[config.mk]
export PLATFORM = sky130hd
export DESIGN_NAME = rect_pattern_fill_pixel
export DESIGN_NICKNAME = d
export VERILOG_FILES = /design/src/sv/rpf_pkg.sv /design/src/sv/rpf_cfg.sv /design/src/sv/rect_pattern_fill_pixel.sv
export SDC_FILE = /design/constraint.sdc
export NUM_CORES = 2
export LEC_CHECK = 0
export BUFFER_PORTS_ARGS = -buffer_cell sky130_fd_sc_hd__buf_4
export CORE_MARGIN = 2
export CORE_UTILIZATION = 63
export DETAILED_ROUTE_END_ITERATION = 12
export PLACE_DENSITY = 0.81
export SLEW_MARGIN = 20
export SYNTH_ARGS = -nofsm -noshare
export SYNTH_HDL_FRONTEND = slang
export SYNTH_SLANG_ARGS = --single-unit
[constraint.sdc]
create_clock -name clk -period 6.7 [get_ports clk]
set_input_delay 0.67 -clock clk [delete_from_list [all_inputs] [get_ports clk]]
set_output_delay 0.67 -clock clk [all_outputs]
set_load 0.01 [all_outputs]
[src/sv/rpf_pkg.sv]
// shared types and constants for the rectangle pattern fill pixel block
`default_nettype none

package rpf_pkg;

    // fill pattern codes
    typedef enum logic [2:0] {
        MODE_SOLID    = 3'd0,
        MODE_VERT     = 3'd1,
        MODE_HORIZ    = 3'd2,
        MODE_FWD_DIAG = 3'd3,
        MODE_BWD_DIAG = 3'd4,
        MODE_CHECKER  = 3'd5,
        MODE_POLKA    = 3'd6,
        MODE_NONE     = 3'd7
    } fill_mode_t;

    // register indexes on the configuration port
    localparam int REG_IDX_BITS = 3;
    localparam logic [REG_IDX_BITS-1:0] REG_FILL_MODE      = 3'd0;
    localparam logic [REG_IDX_BITS-1:0] REG_PATTERN_COLORS = 3'd1;
    localparam logic [REG_IDX_BITS-1:0] REG_PATTERN_SIZE   = 3'd2;
    localparam logic [REG_IDX_BITS-1:0] REG_POLKA_GAP      = 3'd3;
    localparam logic [REG_IDX_BITS-1:0] REG_BORDER_SIZE    = 3'd4;
    localparam logic [REG_IDX_BITS-1:0] REG_BORDER_COLOR   = 3'd5;
    localparam logic [REG_IDX_BITS-1:0] REG_RECT_WIDTH     = 3'd6;
    localparam logic [REG_IDX_BITS-1:0] REG_RECT_HEIGHT    = 3'd7;

    // byte address: 8 bytes per register
    localparam int ADDR_LSB  = 3;
    localparam int ADDR_BITS = ADDR_LSB + REG_IDX_BITS;
    localparam int DATA_BITS = 64;

    // configuration register set
    typedef struct packed {
        fill_mode_t   fill_mode;
        logic [63:0]  pattern_colors;
        logic [15:0]  pattern_size;
        logic [15:0]  polka_gap;
        logic [15:0]  border_size;
        logic [31:0]  border_color;
        logic [15:0]  rect_width;
        logic [15:0]  rect_height;
    } cfg_t;

    // per-pixel flags that travel alongside the dividers
    typedef struct packed {
        logic       outside;
        logic       border;
        logic       x_ge_half;
        fill_mode_t mode;
    } side_t;

endpackage

`default_nettype wire

[src/sv/rpf_cfg.sv]
// configuration register file behind the apb port
`default_nettype none

module rpf_cfg
    import rpf_pkg::*;
(
    input  wire logic                 clk,
    input  wire logic                 rst_n,
    input  wire logic                 psel,
    input  wire logic                 penable,
    input  wire logic                 pwrite,
    input  wire logic [ADDR_BITS-1:0] paddr,
    input  wire logic [DATA_BITS-1:0] pwdata,
    output logic      [DATA_BITS-1:0] prdata,
    output logic                      pready,
    output cfg_t                      cfg
);

    cfg_t                    cfg_reg;
    logic [REG_IDX_BITS-1:0] idx;
    logic                    wr_en;

    assign pready = 1'b1;
    assign idx    = paddr[ADDR_BITS-1:ADDR_LSB];
    assign wr_en  = psel && penable && pwrite && pready;
    assign cfg    = cfg_reg;

    // register writes
    always_ff @(posedge clk or negedge rst_n)
    begin
        if (!rst_n)
        begin
            cfg_reg.fill_mode      <= MODE_SOLID;
            cfg_reg.pattern_colors <= '0;
            cfg_reg.pattern_size   <= 16'd1;
            cfg_reg.polka_gap      <= '0;
            cfg_reg.border_size    <= '0;
            cfg_reg.border_color   <= '0;
            cfg_reg.rect_width     <= 16'd1;
            cfg_reg.rect_height    <= 16'd1;
        end
        else if (wr_en)
        begin
            unique case (idx)
                REG_FILL_MODE:      cfg_reg.fill_mode      <= fill_mode_t'(pwdata[2:0]);
                REG_PATTERN_COLORS: cfg_reg.pattern_colors <= pwdata;
                REG_PATTERN_SIZE:   cfg_reg.pattern_size   <= pwdata[15:0];
                REG_POLKA_GAP:      cfg_reg.polka_gap      <= pwdata[15:0];
                REG_BORDER_SIZE:    cfg_reg.border_size    <= pwdata[15:0];
                REG_BORDER_COLOR:   cfg_reg.border_color   <= pwdata[31:0];
                REG_RECT_WIDTH:     cfg_reg.rect_width     <= pwdata[15:0];
                REG_RECT_HEIGHT:    cfg_reg.rect_height    <= pwdata[15:0];
            endcase
        end
    end

    // read back
    always_comb
    begin
        unique case (idx)
            REG_FILL_MODE:      prdata = {61'd0, cfg_reg.fill_mode};
            REG_PATTERN_COLORS: prdata = cfg_reg.pattern_colors;
            REG_PATTERN_SIZE:   prdata = {48'd0, cfg_reg.pattern_size};
            REG_POLKA_GAP:      prdata = {48'd0, cfg_reg.polka_gap};
            REG_BORDER_SIZE:    prdata = {48'd0, cfg_reg.border_size};
            REG_BORDER_COLOR:   prdata = {32'd0, cfg_reg.border_color};
            REG_RECT_WIDTH:     prdata = {48'd0, cfg_reg.rect_width};
            REG_RECT_HEIGHT:    prdata = {48'd0, cfg_reg.rect_height};
        endcase
    end

endmodule

`default_nettype wire

[src/sv/rect_pattern_fill_pixel.sv]
// top level: pixel coordinate in, pattern or border color out
//
// One coordinate is taken on every clock cycle (busy stays low). Each one
// passes the entry stage, the divider stages and the result register, and
// done then rises with its color. The divider stages belong to two restoring
// dividers that run side by side, one quotient bit per register stage over
// max(COORD_BITS,16)+1 stages; they give the band parity and the polka
// remainders. Results cannot be held off, so the receiver must take
// done/pixel_color/outside_flag on the cycle they show. Registers sit at
// 8-byte steps on the apb port and must only be written while no pixel is
// in flight.
`default_nettype none

module rect_pattern_fill_pixel
    import rpf_pkg::*;
#(
    parameter int COORD_BITS = 16,
    parameter int COLOR_BITS = 32
)
(
    input  wire logic                  clk,
    input  wire logic                  rst_n,
    input  wire logic                  psel,
    input  wire logic                  penable,
    input  wire logic                  pwrite,
    input  wire logic [ADDR_BITS-1:0]  paddr,
    input  wire logic [DATA_BITS-1:0]  pwdata,
    output logic      [DATA_BITS-1:0]  prdata,
    output logic                       pready,
    input  wire logic                  start,
    output logic                       busy,
    input  wire logic [COORD_BITS-1:0] pos_x,
    input  wire logic [COORD_BITS-1:0] pos_y,
    output logic                       done,
    output logic      [COLOR_BITS-1:0] pixel_color,
    output logic                       outside_flag
);

    // arithmetic width: coordinates or 16-bit registers plus one carry bit
    localparam int AW = ((COORD_BITS > 16) ? COORD_BITS : 16) + 1;
    localparam int NS = AW;

    cfg_t cfg;

    rpf_cfg u_cfg (
        .clk     (clk),
        .rst_n   (rst_n),
        .psel    (psel),
        .penable (penable),
        .pwrite  (pwrite),
        .paddr   (paddr),
        .pwdata  (pwdata),
        .prdata  (prdata),
        .pready  (pready),
        .cfg     (cfg)
    );

    logic          accept;
    logic [AW-1:0] x_w, y_w, w_w, h_w, b_w, s_w, g_w, half_w;
    logic [AW-1:0] dvd_a, dvd_b;
    logic          outside, border_hit;
    side_t         side_in;
    logic [AW-1:0] div_reg;

    assign busy   = 1'b0;
    assign accept = start && !busy;

    // operands at the pipeline entry
    assign x_w    = AW'(pos_x);
    assign y_w    = AW'(pos_y);
    assign w_w    = AW'(COORD_BITS'(cfg.rect_width));
    assign h_w    = AW'(COORD_BITS'(cfg.rect_height));
    assign b_w    = AW'(cfg.border_size);
    assign g_w    = AW'(cfg.polka_gap);
    assign half_w = AW'(cfg.polka_gap[15:1]);
    assign s_w    = (cfg.pattern_size == 16'd0) ? AW'(1) : AW'(cfg.pattern_size);

    assign outside    = (x_w >= w_w) || (y_w >= h_w);
    assign border_hit = (b_w != '0) &&
                        ((y_w < b_w) || (y_w + b_w >= h_w) ||
                         (x_w < b_w) || (x_w + b_w >= w_w));

    // dividend selection per fill mode
    always_comb
    begin
        dvd_a = '0;
        dvd_b = '0;
        unique case (cfg.fill_mode)
            MODE_SOLID:    dvd_a = '0;
            MODE_VERT:     dvd_a = x_w;
            MODE_HORIZ:    dvd_a = y_w;
            MODE_FWD_DIAG: dvd_a = x_w + y_w;
            MODE_BWD_DIAG: dvd_a = x_w + (h_w - y_w);
            MODE_CHECKER:
            begin
                dvd_a = y_w;
                dvd_b = x_w;
            end
            MODE_POLKA:
            begin
                dvd_a = y_w + half_w;
                dvd_b = x_w - half_w;
            end
            MODE_NONE:     dvd_a = '0;
        endcase
    end

    assign side_in.outside   = outside;
    assign side_in.border    = border_hit;
    assign side_in.x_ge_half = (x_w >= half_w);
    assign side_in.mode      = cfg.fill_mode;

    // shared divisor; the user must keep it stable while pixels are in flight
    always_ff @(posedge clk)
    begin
        div_reg <= (cfg.fill_mode == MODE_POLKA) ? (s_w + g_w) : s_w;
    end

    // pipeline registers, index 0 is the entry stage
    logic          valid_reg [0:NS];
    logic [AW-1:0] dvd_a_reg [0:NS];
    logic [AW-1:0] dvd_b_reg [0:NS];
    logic [AW-1:0] rem_a_reg [0:NS];
    logic [AW-1:0] rem_b_reg [0:NS];
    logic          q_a_reg   [0:NS];
    logic          q_b_reg   [0:NS];
    side_t         side_reg  [0:NS];

    // entry stage
    always_ff @(posedge clk or negedge rst_n)
    begin
        if (!rst_n)
        begin
            valid_reg[0] <= 1'b0;
        end
        else
        begin
            valid_reg[0] <= accept;
        end
    end

    always_ff @(posedge clk)
    begin
        dvd_a_reg[0] <= dvd_a;
        dvd_b_reg[0] <= dvd_b;
        rem_a_reg[0] <= '0;
        rem_b_reg[0] <= '0;
        q_a_reg[0]   <= 1'b0;
        q_b_reg[0]   <= 1'b0;
        side_reg[0]  <= side_in;
    end

    // restoring divider stages, one quotient bit each
    for (genvar k = 0; k < NS; k++)
    begin : g_div
        logic [AW:0]   trial_a, trial_b;
        logic          ge_a, ge_b;
        logic [AW-1:0] rem_a_next, rem_b_next;

        assign trial_a    = {rem_a_reg[k], dvd_a_reg[k][NS-1-k]};
        assign trial_b    = {rem_b_reg[k], dvd_b_reg[k][NS-1-k]};
        assign ge_a       = trial_a >= {1'b0, div_reg};
        assign ge_b       = trial_b >= {1'b0, div_reg};
        assign rem_a_next = ge_a ? AW'(trial_a - {1'b0, div_reg}) : trial_a[AW-1:0];
        assign rem_b_next = ge_b ? AW'(trial_b - {1'b0, div_reg}) : trial_b[AW-1:0];

        always_ff @(posedge clk or negedge rst_n)
        begin
            if (!rst_n)
            begin
                valid_reg[k+1] <= 1'b0;
            end
            else
            begin
                valid_reg[k+1] <= valid_reg[k];
            end
        end

        always_ff @(posedge clk)
        begin
            dvd_a_reg[k+1] <= dvd_a_reg[k];
            dvd_b_reg[k+1] <= dvd_b_reg[k];
            rem_a_reg[k+1] <= rem_a_next;
            rem_b_reg[k+1] <= rem_b_next;
            q_a_reg[k+1]   <= ge_a;
            q_b_reg[k+1]   <= ge_b;
            side_reg[k+1]  <= side_reg[k];
        end
    end

    // color selection from band parity and remainders
    logic [COLOR_BITS-1:0] c1, c2, fill_color, color_next;
    logic                  band_a, band_b, polka_dot;
    side_t                 side_out;

    assign c1       = cfg.pattern_colors[COLOR_BITS-1:0];
    assign c2       = cfg.pattern_colors[32 +: COLOR_BITS];
    assign band_a   = q_a_reg[NS];
    assign band_b   = q_b_reg[NS];
    assign side_out = side_reg[NS];
    assign polka_dot = (rem_a_reg[NS] > g_w) && side_out.x_ge_half &&
                       (rem_b_reg[NS] < s_w);

    always_comb
    begin
        fill_color = c1;
        unique case (side_out.mode)
            MODE_SOLID:    fill_color = c1;
            MODE_VERT:     fill_color = band_a ? c2 : c1;
            MODE_HORIZ:    fill_color = band_a ? c1 : c2;
            MODE_FWD_DIAG: fill_color = band_a ? c2 : c1;
            MODE_BWD_DIAG: fill_color = band_a ? c2 : c1;
            MODE_CHECKER:  fill_color = (band_a == band_b) ? c2 : c1;
            MODE_POLKA:    fill_color = polka_dot ? c2 : c1;
            MODE_NONE:     fill_color = '0;
        endcase
    end

    always_comb
    begin
        priority if (side_out.outside)
        begin
            color_next = '0;
        end
        else if (side_out.mode == MODE_NONE)
        begin
            color_next = '0;
        end
        else if (side_out.border)
        begin
            color_next = cfg.border_color[COLOR_BITS-1:0];
        end
        else
        begin
            color_next = fill_color;
        end
    end

    // result register
    logic                  done_reg;
    logic [COLOR_BITS-1:0] color_reg;
    logic                  outside_reg;

    always_ff @(posedge clk or negedge rst_n)
    begin
        if (!rst_n)
        begin
            done_reg <= 1'b0;
        end
        else
        begin
            done_reg <= valid_reg[NS];
        end
    end

    always_ff @(posedge clk)
    begin
        color_reg   <= color_next;
        outside_reg <= side_out.outside;
    end

    assign done         = done_reg;
    assign pixel_color  = color_reg;
    assign outside_flag = outside_reg;

endmodule

`default_nettype wire

# Word-level counts from Yosys, hierarchy flattened
# Memories as Yosys holds them, arrays and structs flattened.
# Index checks and enable logic that the tools add are counted.
op_classes:
  n_addsub: 42
  eq_ne: 22
  n_mux: 45
  reduce_logical: 26
  magnitude_cmp: 43
ops:
  columns: ["op", "count"]
  rows:
  - ["18-bit by 17-bit greater-or-equal comparator with 1-bit output", 34]
  - ["17-bit two-way mux", 35]
  - ["17-bit subtractor", 34]
  - ["64-bit one-hot mux with 8 select lines", 1]
  - ["32-bit two-way mux", 5]
  - ["32-bit one-hot mux with 5 select lines", 1]
  - ["17-bit one-hot mux with 6 select lines", 1]
  - ["16-bit by 16-bit adder with 17-bit output", 4]
  - ["3-bit == test, second input constant", 12]
  - ["17-bit by 16-bit greater-or-equal comparator with 1-bit output", 2]
  - ["17-bit one-hot mux with 2 select lines", 1]
  - ["16-bit greater-or-equal comparator", 2]
  - ["16-bit less-than comparator", 2]
  - ["3-bit by 2-bit == test with 1-bit output, second input constant", 6]
  - ["16-bit by 15-bit adder with 17-bit output", 1]
  - ["16-bit by 17-bit adder with 17-bit output", 1]
  - ["17-bit by 16-bit > comparator with 1-bit output", 1]
  - ["17-bit by 16-bit less-than comparator with 1-bit output", 1]
  - ["17-bit nonzero test", 1]
  - ["16-bit by 15-bit subtractor with 17-bit output", 1]
  - ["16-bit by 16-bit subtractor with 17-bit output", 1]
  - ["16-bit by 15-bit greater-or-equal comparator with 1-bit output", 1]
  - ["16-bit logical NOT", 1]
  - ["16-bit two-way mux", 1]
  - ["other kinds (8)", 28]
totals:
  regBits: 248
  in_bits: 108
  n_memories: 7
  mem_bits_rw: 1368
  wordCells: 215
memory_table:
  columns: ["name", "depth", "word_bits", "rd", "rd_clocked_by_memory_dff", "write_ports", "line_no", "text"]
  rows:
  - ["dvd_a_reg", 18, 17, 17, 0, 18, "rect_pattern_fill_pixel.sv:121", "logic [AW-1:0] dvd_a_reg [0:NS];"]
  - ["dvd_b_reg", 18, 17, 17, 0, 18, "rect_pattern_fill_pixel.sv:122", "logic [AW-1:0] dvd_b_reg [0:NS];"]
  - ["rem_a_reg", 18, 17, 18, 0, 18, "rect_pattern_fill_pixel.sv:123", "logic [AW-1:0] rem_a_reg [0:NS];"]
  - ["rem_b_reg", 18, 17, 18, 0, 18, "rect_pattern_fill_pixel.sv:124", "logic [AW-1:0] rem_b_reg [0:NS];"]
  - ["side_reg", 18, 6, 18, 0, 18, "rect_pattern_fill_pixel.sv:127", "side_t side_reg [0:NS];"]
  - ["q_a_reg", 18, 1, 1, 0, 18, "rect_pattern_fill_pixel.sv:125", "logic q_a_reg [0:NS];"]
  - ["+1 memories", null, null, null, null, null, null, null]

# Logic depth before layout (Yosys ltp)
depth:
  word_depth: 7
  mapped_depth: 19
  depth_no_buf: 19

# Modules after synthesis
# From an unflattened synthesis, not the netlist that was laid out.
hier_totals:
  hier_cells: 7210
  hier_area_um2: 71199.5
modules_own_cells:
  columns: ["mod", "area_each_um2", "n_inst", "cells_each"]
  rows:
  - ["rect_pattern_fill_pixel", 63065.5, 1, 6653]
  - ["rpf_cfg", 8134.1, 1, 557]

# Least setup slack after synthesis
# Ideal clock, no wire load.
synth_timing:
  path_kind: "flip-flop to flip-flop"
  from: "reg div_reg[1]"
  to: "mem rem_a_reg[15][15] (netlist bit)"
  n_path_buf: 1
  arrival_time_ns: 5.293
  stages_incl_launch_ff: 13
  setup_slack_ns: 1.291
  required_ns: 6.584
  cell_sequence: "dfxtp_1 inv_1 clkbuf_1 ha_1 nor2b_1 o31a_1 nor4_1 o221ai_1 o31ai_1 o211ai_1 o21a_1 or3_1 a31o_2"
synth_rtl:
  columns: ["item", "line_no", "text"]
  rows:
  - ["start: declaration", "rect_pattern_fill_pixel.sv:63", "logic [AW-1:0] div_reg;"]
  - ["start signal: assignment", "rect_pattern_fill_pixel.sv:116", "div_reg <= (cfg.fill_mode == MODE_POLKA) ? (s_w + g_w) : s_w;"]
  - ["end: declaration", "rect_pattern_fill_pixel.sv:123", null]

==> summary.md <==
| Metric | Value |
|---|---|
| Core Area | `108700 um^2` |
| Drt pass-1 iters | `6` |
| CTS root buffer | `clkbuf_16` |
| Outcome | `complete, no violations` |
| Top post-synthesis cells by area | `dfxtp_1, ha_1, dfrtp_1, mux2_2, a21oi_1` |
| CP Data Arrival Time | `5.76 ns` |
| Worst-Margin Slew | `1.098 ns` |
| DRT iter0 DRCs | `4632` |
| I/O Buffers | `202` |
| WL final | `186100 um` |
| Total track usage | `0.3238` |
| Final Hold Fails | `0` |
| Yosys top cell by area | `dfxtp_1` |
| DR vias | `55450` |
| R2R depth | `18` |
| Max IR drop VDD | `0.0002666 V` |
| Die ar. | `112200 um^2` |
| Ratio of cells with drive above 1 in the final layout | `0.1397` |
| Tcrit/Tclk final | `0.7626` |
| WL met2 | `85570 um` |
| Nets | `8315` |
| H-tree levels | `4` |
| Met3 WL | `12980 um` |
| Post-synth top area share | `0.3030` |
| Critical Path Fanout Max | `5` |
| Vias in the first global route | `54179` |
| Initial antenna violation count | `5` |
| Data required, critical path | `7.35 ns` |
| Fmax | `195.7 MHz` |
| Clock tree buffer depth | `3` |
| Syn Std Cell Area | `68990 um^2` |
| Via density | `6.227` |
| #FFs+latches synth | `1242` |
| Routed len/inst | `20.90 um` |
| Clock skew | `0.03802 ns` |
| Post-detail-place hpwl | `131900 um` |
| Startpoint Class | `flip-flop` |
| Global-route wire length before repair | `289600 um` |
| CTS clk-pin slew, worst paths | `0.06 ns` |
| WS Path Type | `flip-flop to flip-flop` |
| CTS sink cnt | `1242` |
| Drt drc | `0` |
| Gr ovfl total | `0` |
| Die Span Y | `334.9 um` |
| Register area share after synthesis | `0.3748` |
| Pin count of the biggest net entering global routing | `125` |
| Setup TNS | `0 ns` |
| Max-slew headroom | `0.2655` |
| Hold Crit Class | `input port to async pin` |
| Post-layout min period | `5.109 ns` |
| Power Dens Cells | `444.5 nW/um^2` |
| # IOs | `208` |
| Main synth FF type | `dfxtp_1` |
| EDFF count, synth | `0` |
| Syn_nets | `8098` |
| Most common library cells after synthesis | `dfxtp_1, ha_1, a21oi_1` |
| Asr flop ratio synth | `0.1594` |
| Crit end category | `flip-flop` |
| Layout area overhead | `11.38%` |
| Mapped Cells | `7166` |
| Most common cell in the netlist | `dfxtp_1` |
| Final Max Tran Viols | `0` |
| TritonCTS clock tree | `yes` |
| Met1 Wirelength | `76350 um` |
| Unrepaired setup endpoints after global routing | `false` |
| Max Used Layer | `met5` |
| Avg Cell Area, Syn | `9.627 um^2` |
| Initial core utilization | `0.6346` |
| Total CTS buffers | `132` |
| Site Rows | `121` |
| Ys Warns | `0` |
| Leak Pwr | `0.03521 uW` |
| RD Place Congestion | `0.9850` |
| Maxcap violations | `0` |
| Netlist cell types | `93` |
| Total power | `34150 uW` |
| Post-route ant nets | `0` |
| Die X | `334.9 um` |
| Final setup violation count | `0` |
| Clk_lat worst skew | `0.77 ns` |
## power by group
part	leakage (uW)	switching, uW	internal [uW]
combinational	0.0219	8950	6950
clock	0.00229	3260	4510
sequential	0.0110	1190	9290
total	0.0352	13400	20800
## cell type report
class,count,area (um^2)
clock buffers,165,3640
well taps,1414,1769
flip-flops and latches,1242,25860
diodes,1,2.502
multi-input cells,5372,41080
fillers,7955,31860
clock inverters,76,1094
inverters,376,1411
repair buffers,259,1977
## cells in the final DEF (no fill, tap or decap), drive strengths merged, types with 195 or more instances in the layout
cell   instances
nand2        432
o21ai        487
buf          257
mux2         457
a21oi        535
inv          394
dfrtp        195
ha           771
nor2         466
xnor2        301
dfxtp       1044
## critical path: stages (launching register included)
cell	delay, ns
dfrtp_1	0.50
inv_1	0.22
ha_1	0.32
inv_1	0.07
a21oi_1	0.08
o311ai_0	0.51
a311oi_1	0.27
o21a_1	0.26
o41ai_1	0.48
a21oi_1	0.14
o21bai_1	0.17
xnor2_1	0.10
ha_1	0.20
nor4_1	0.17
nand3_1	0.11
nor4_1	0.36
nand4_1	0.14
or4_1	0.51
o41a_1	0.41
## cell families (layout without fill, tap and decap cells)
logic type	count (synthesis)	after routing	share of synthesized area
fa+ha+maj	825	825	0.1554
buf+inv	552	876	0.03132
mux	551	551	0.09110
xor+xnor	461	461	0.05853
flops	1242	1242	0.3748
simple gates	1701	1701	0.1199
compound gates	1832	1832	0.1688
other cells	2	3	0.0001089
## what timing repair did
action | CTS | global route
hold endpoints to repair | 1 | 0
setup buffers | 0 | 0
hold buffers | 1 | 0
resized for setup | 0 | 0
## worst paths after layout
check                          startpoint  slack, ns              to
setup reg to reg            u_cfg.cfg[65]       1.59  side_reg[0][4]
setup / recovery            u_cfg.cfg[65]       1.59  side_reg[0][4]
hold reg to reg            side_reg[4][1]       0.30  side_reg[5][1]
hold / removal                      rst_n       0.05  u_cfg.cfg[134]
max in group asynchronous           rst_n       5.32    valid_reg[3]
min in group clk               pwdata[54]       0.14  u_cfg.cfg[166]
## per-layer routing
| layer | GRT usage | up-vias |
|---|---|---|
| li1 | - | 26344 |
| met1 | 0.4028 | 26353 |
| met2 | 0.5335 | 2165 |
| met3 | 0.05447 | 580 |
| met5 | 0 | - |
| met4 | 0.1820 | 8 |
## through the flow
stage | std cells | hold WS (ns) | utilization | cell area (um^2) | setup slack [ns]
after CTS | 8903 | 0.08120 | 0.7064 | 76790 | 1.647
after floorplan | 7166 | 0.3096 | - | 68990 | 1.291
after detailed placement | 8661 | 0.3121 | 0.6628 | 72050 | 1.535
after global routing | 8904 | 0.1192 | 0.7069 | 76840 | 1.285
final | 8905 | 0.05325 | 0.7069 | 76840 | 1.591
after global placement | 8661 | 0.3098 | 0.6628 | 72050 | 1.521
(Power assumes the default switching activity.)
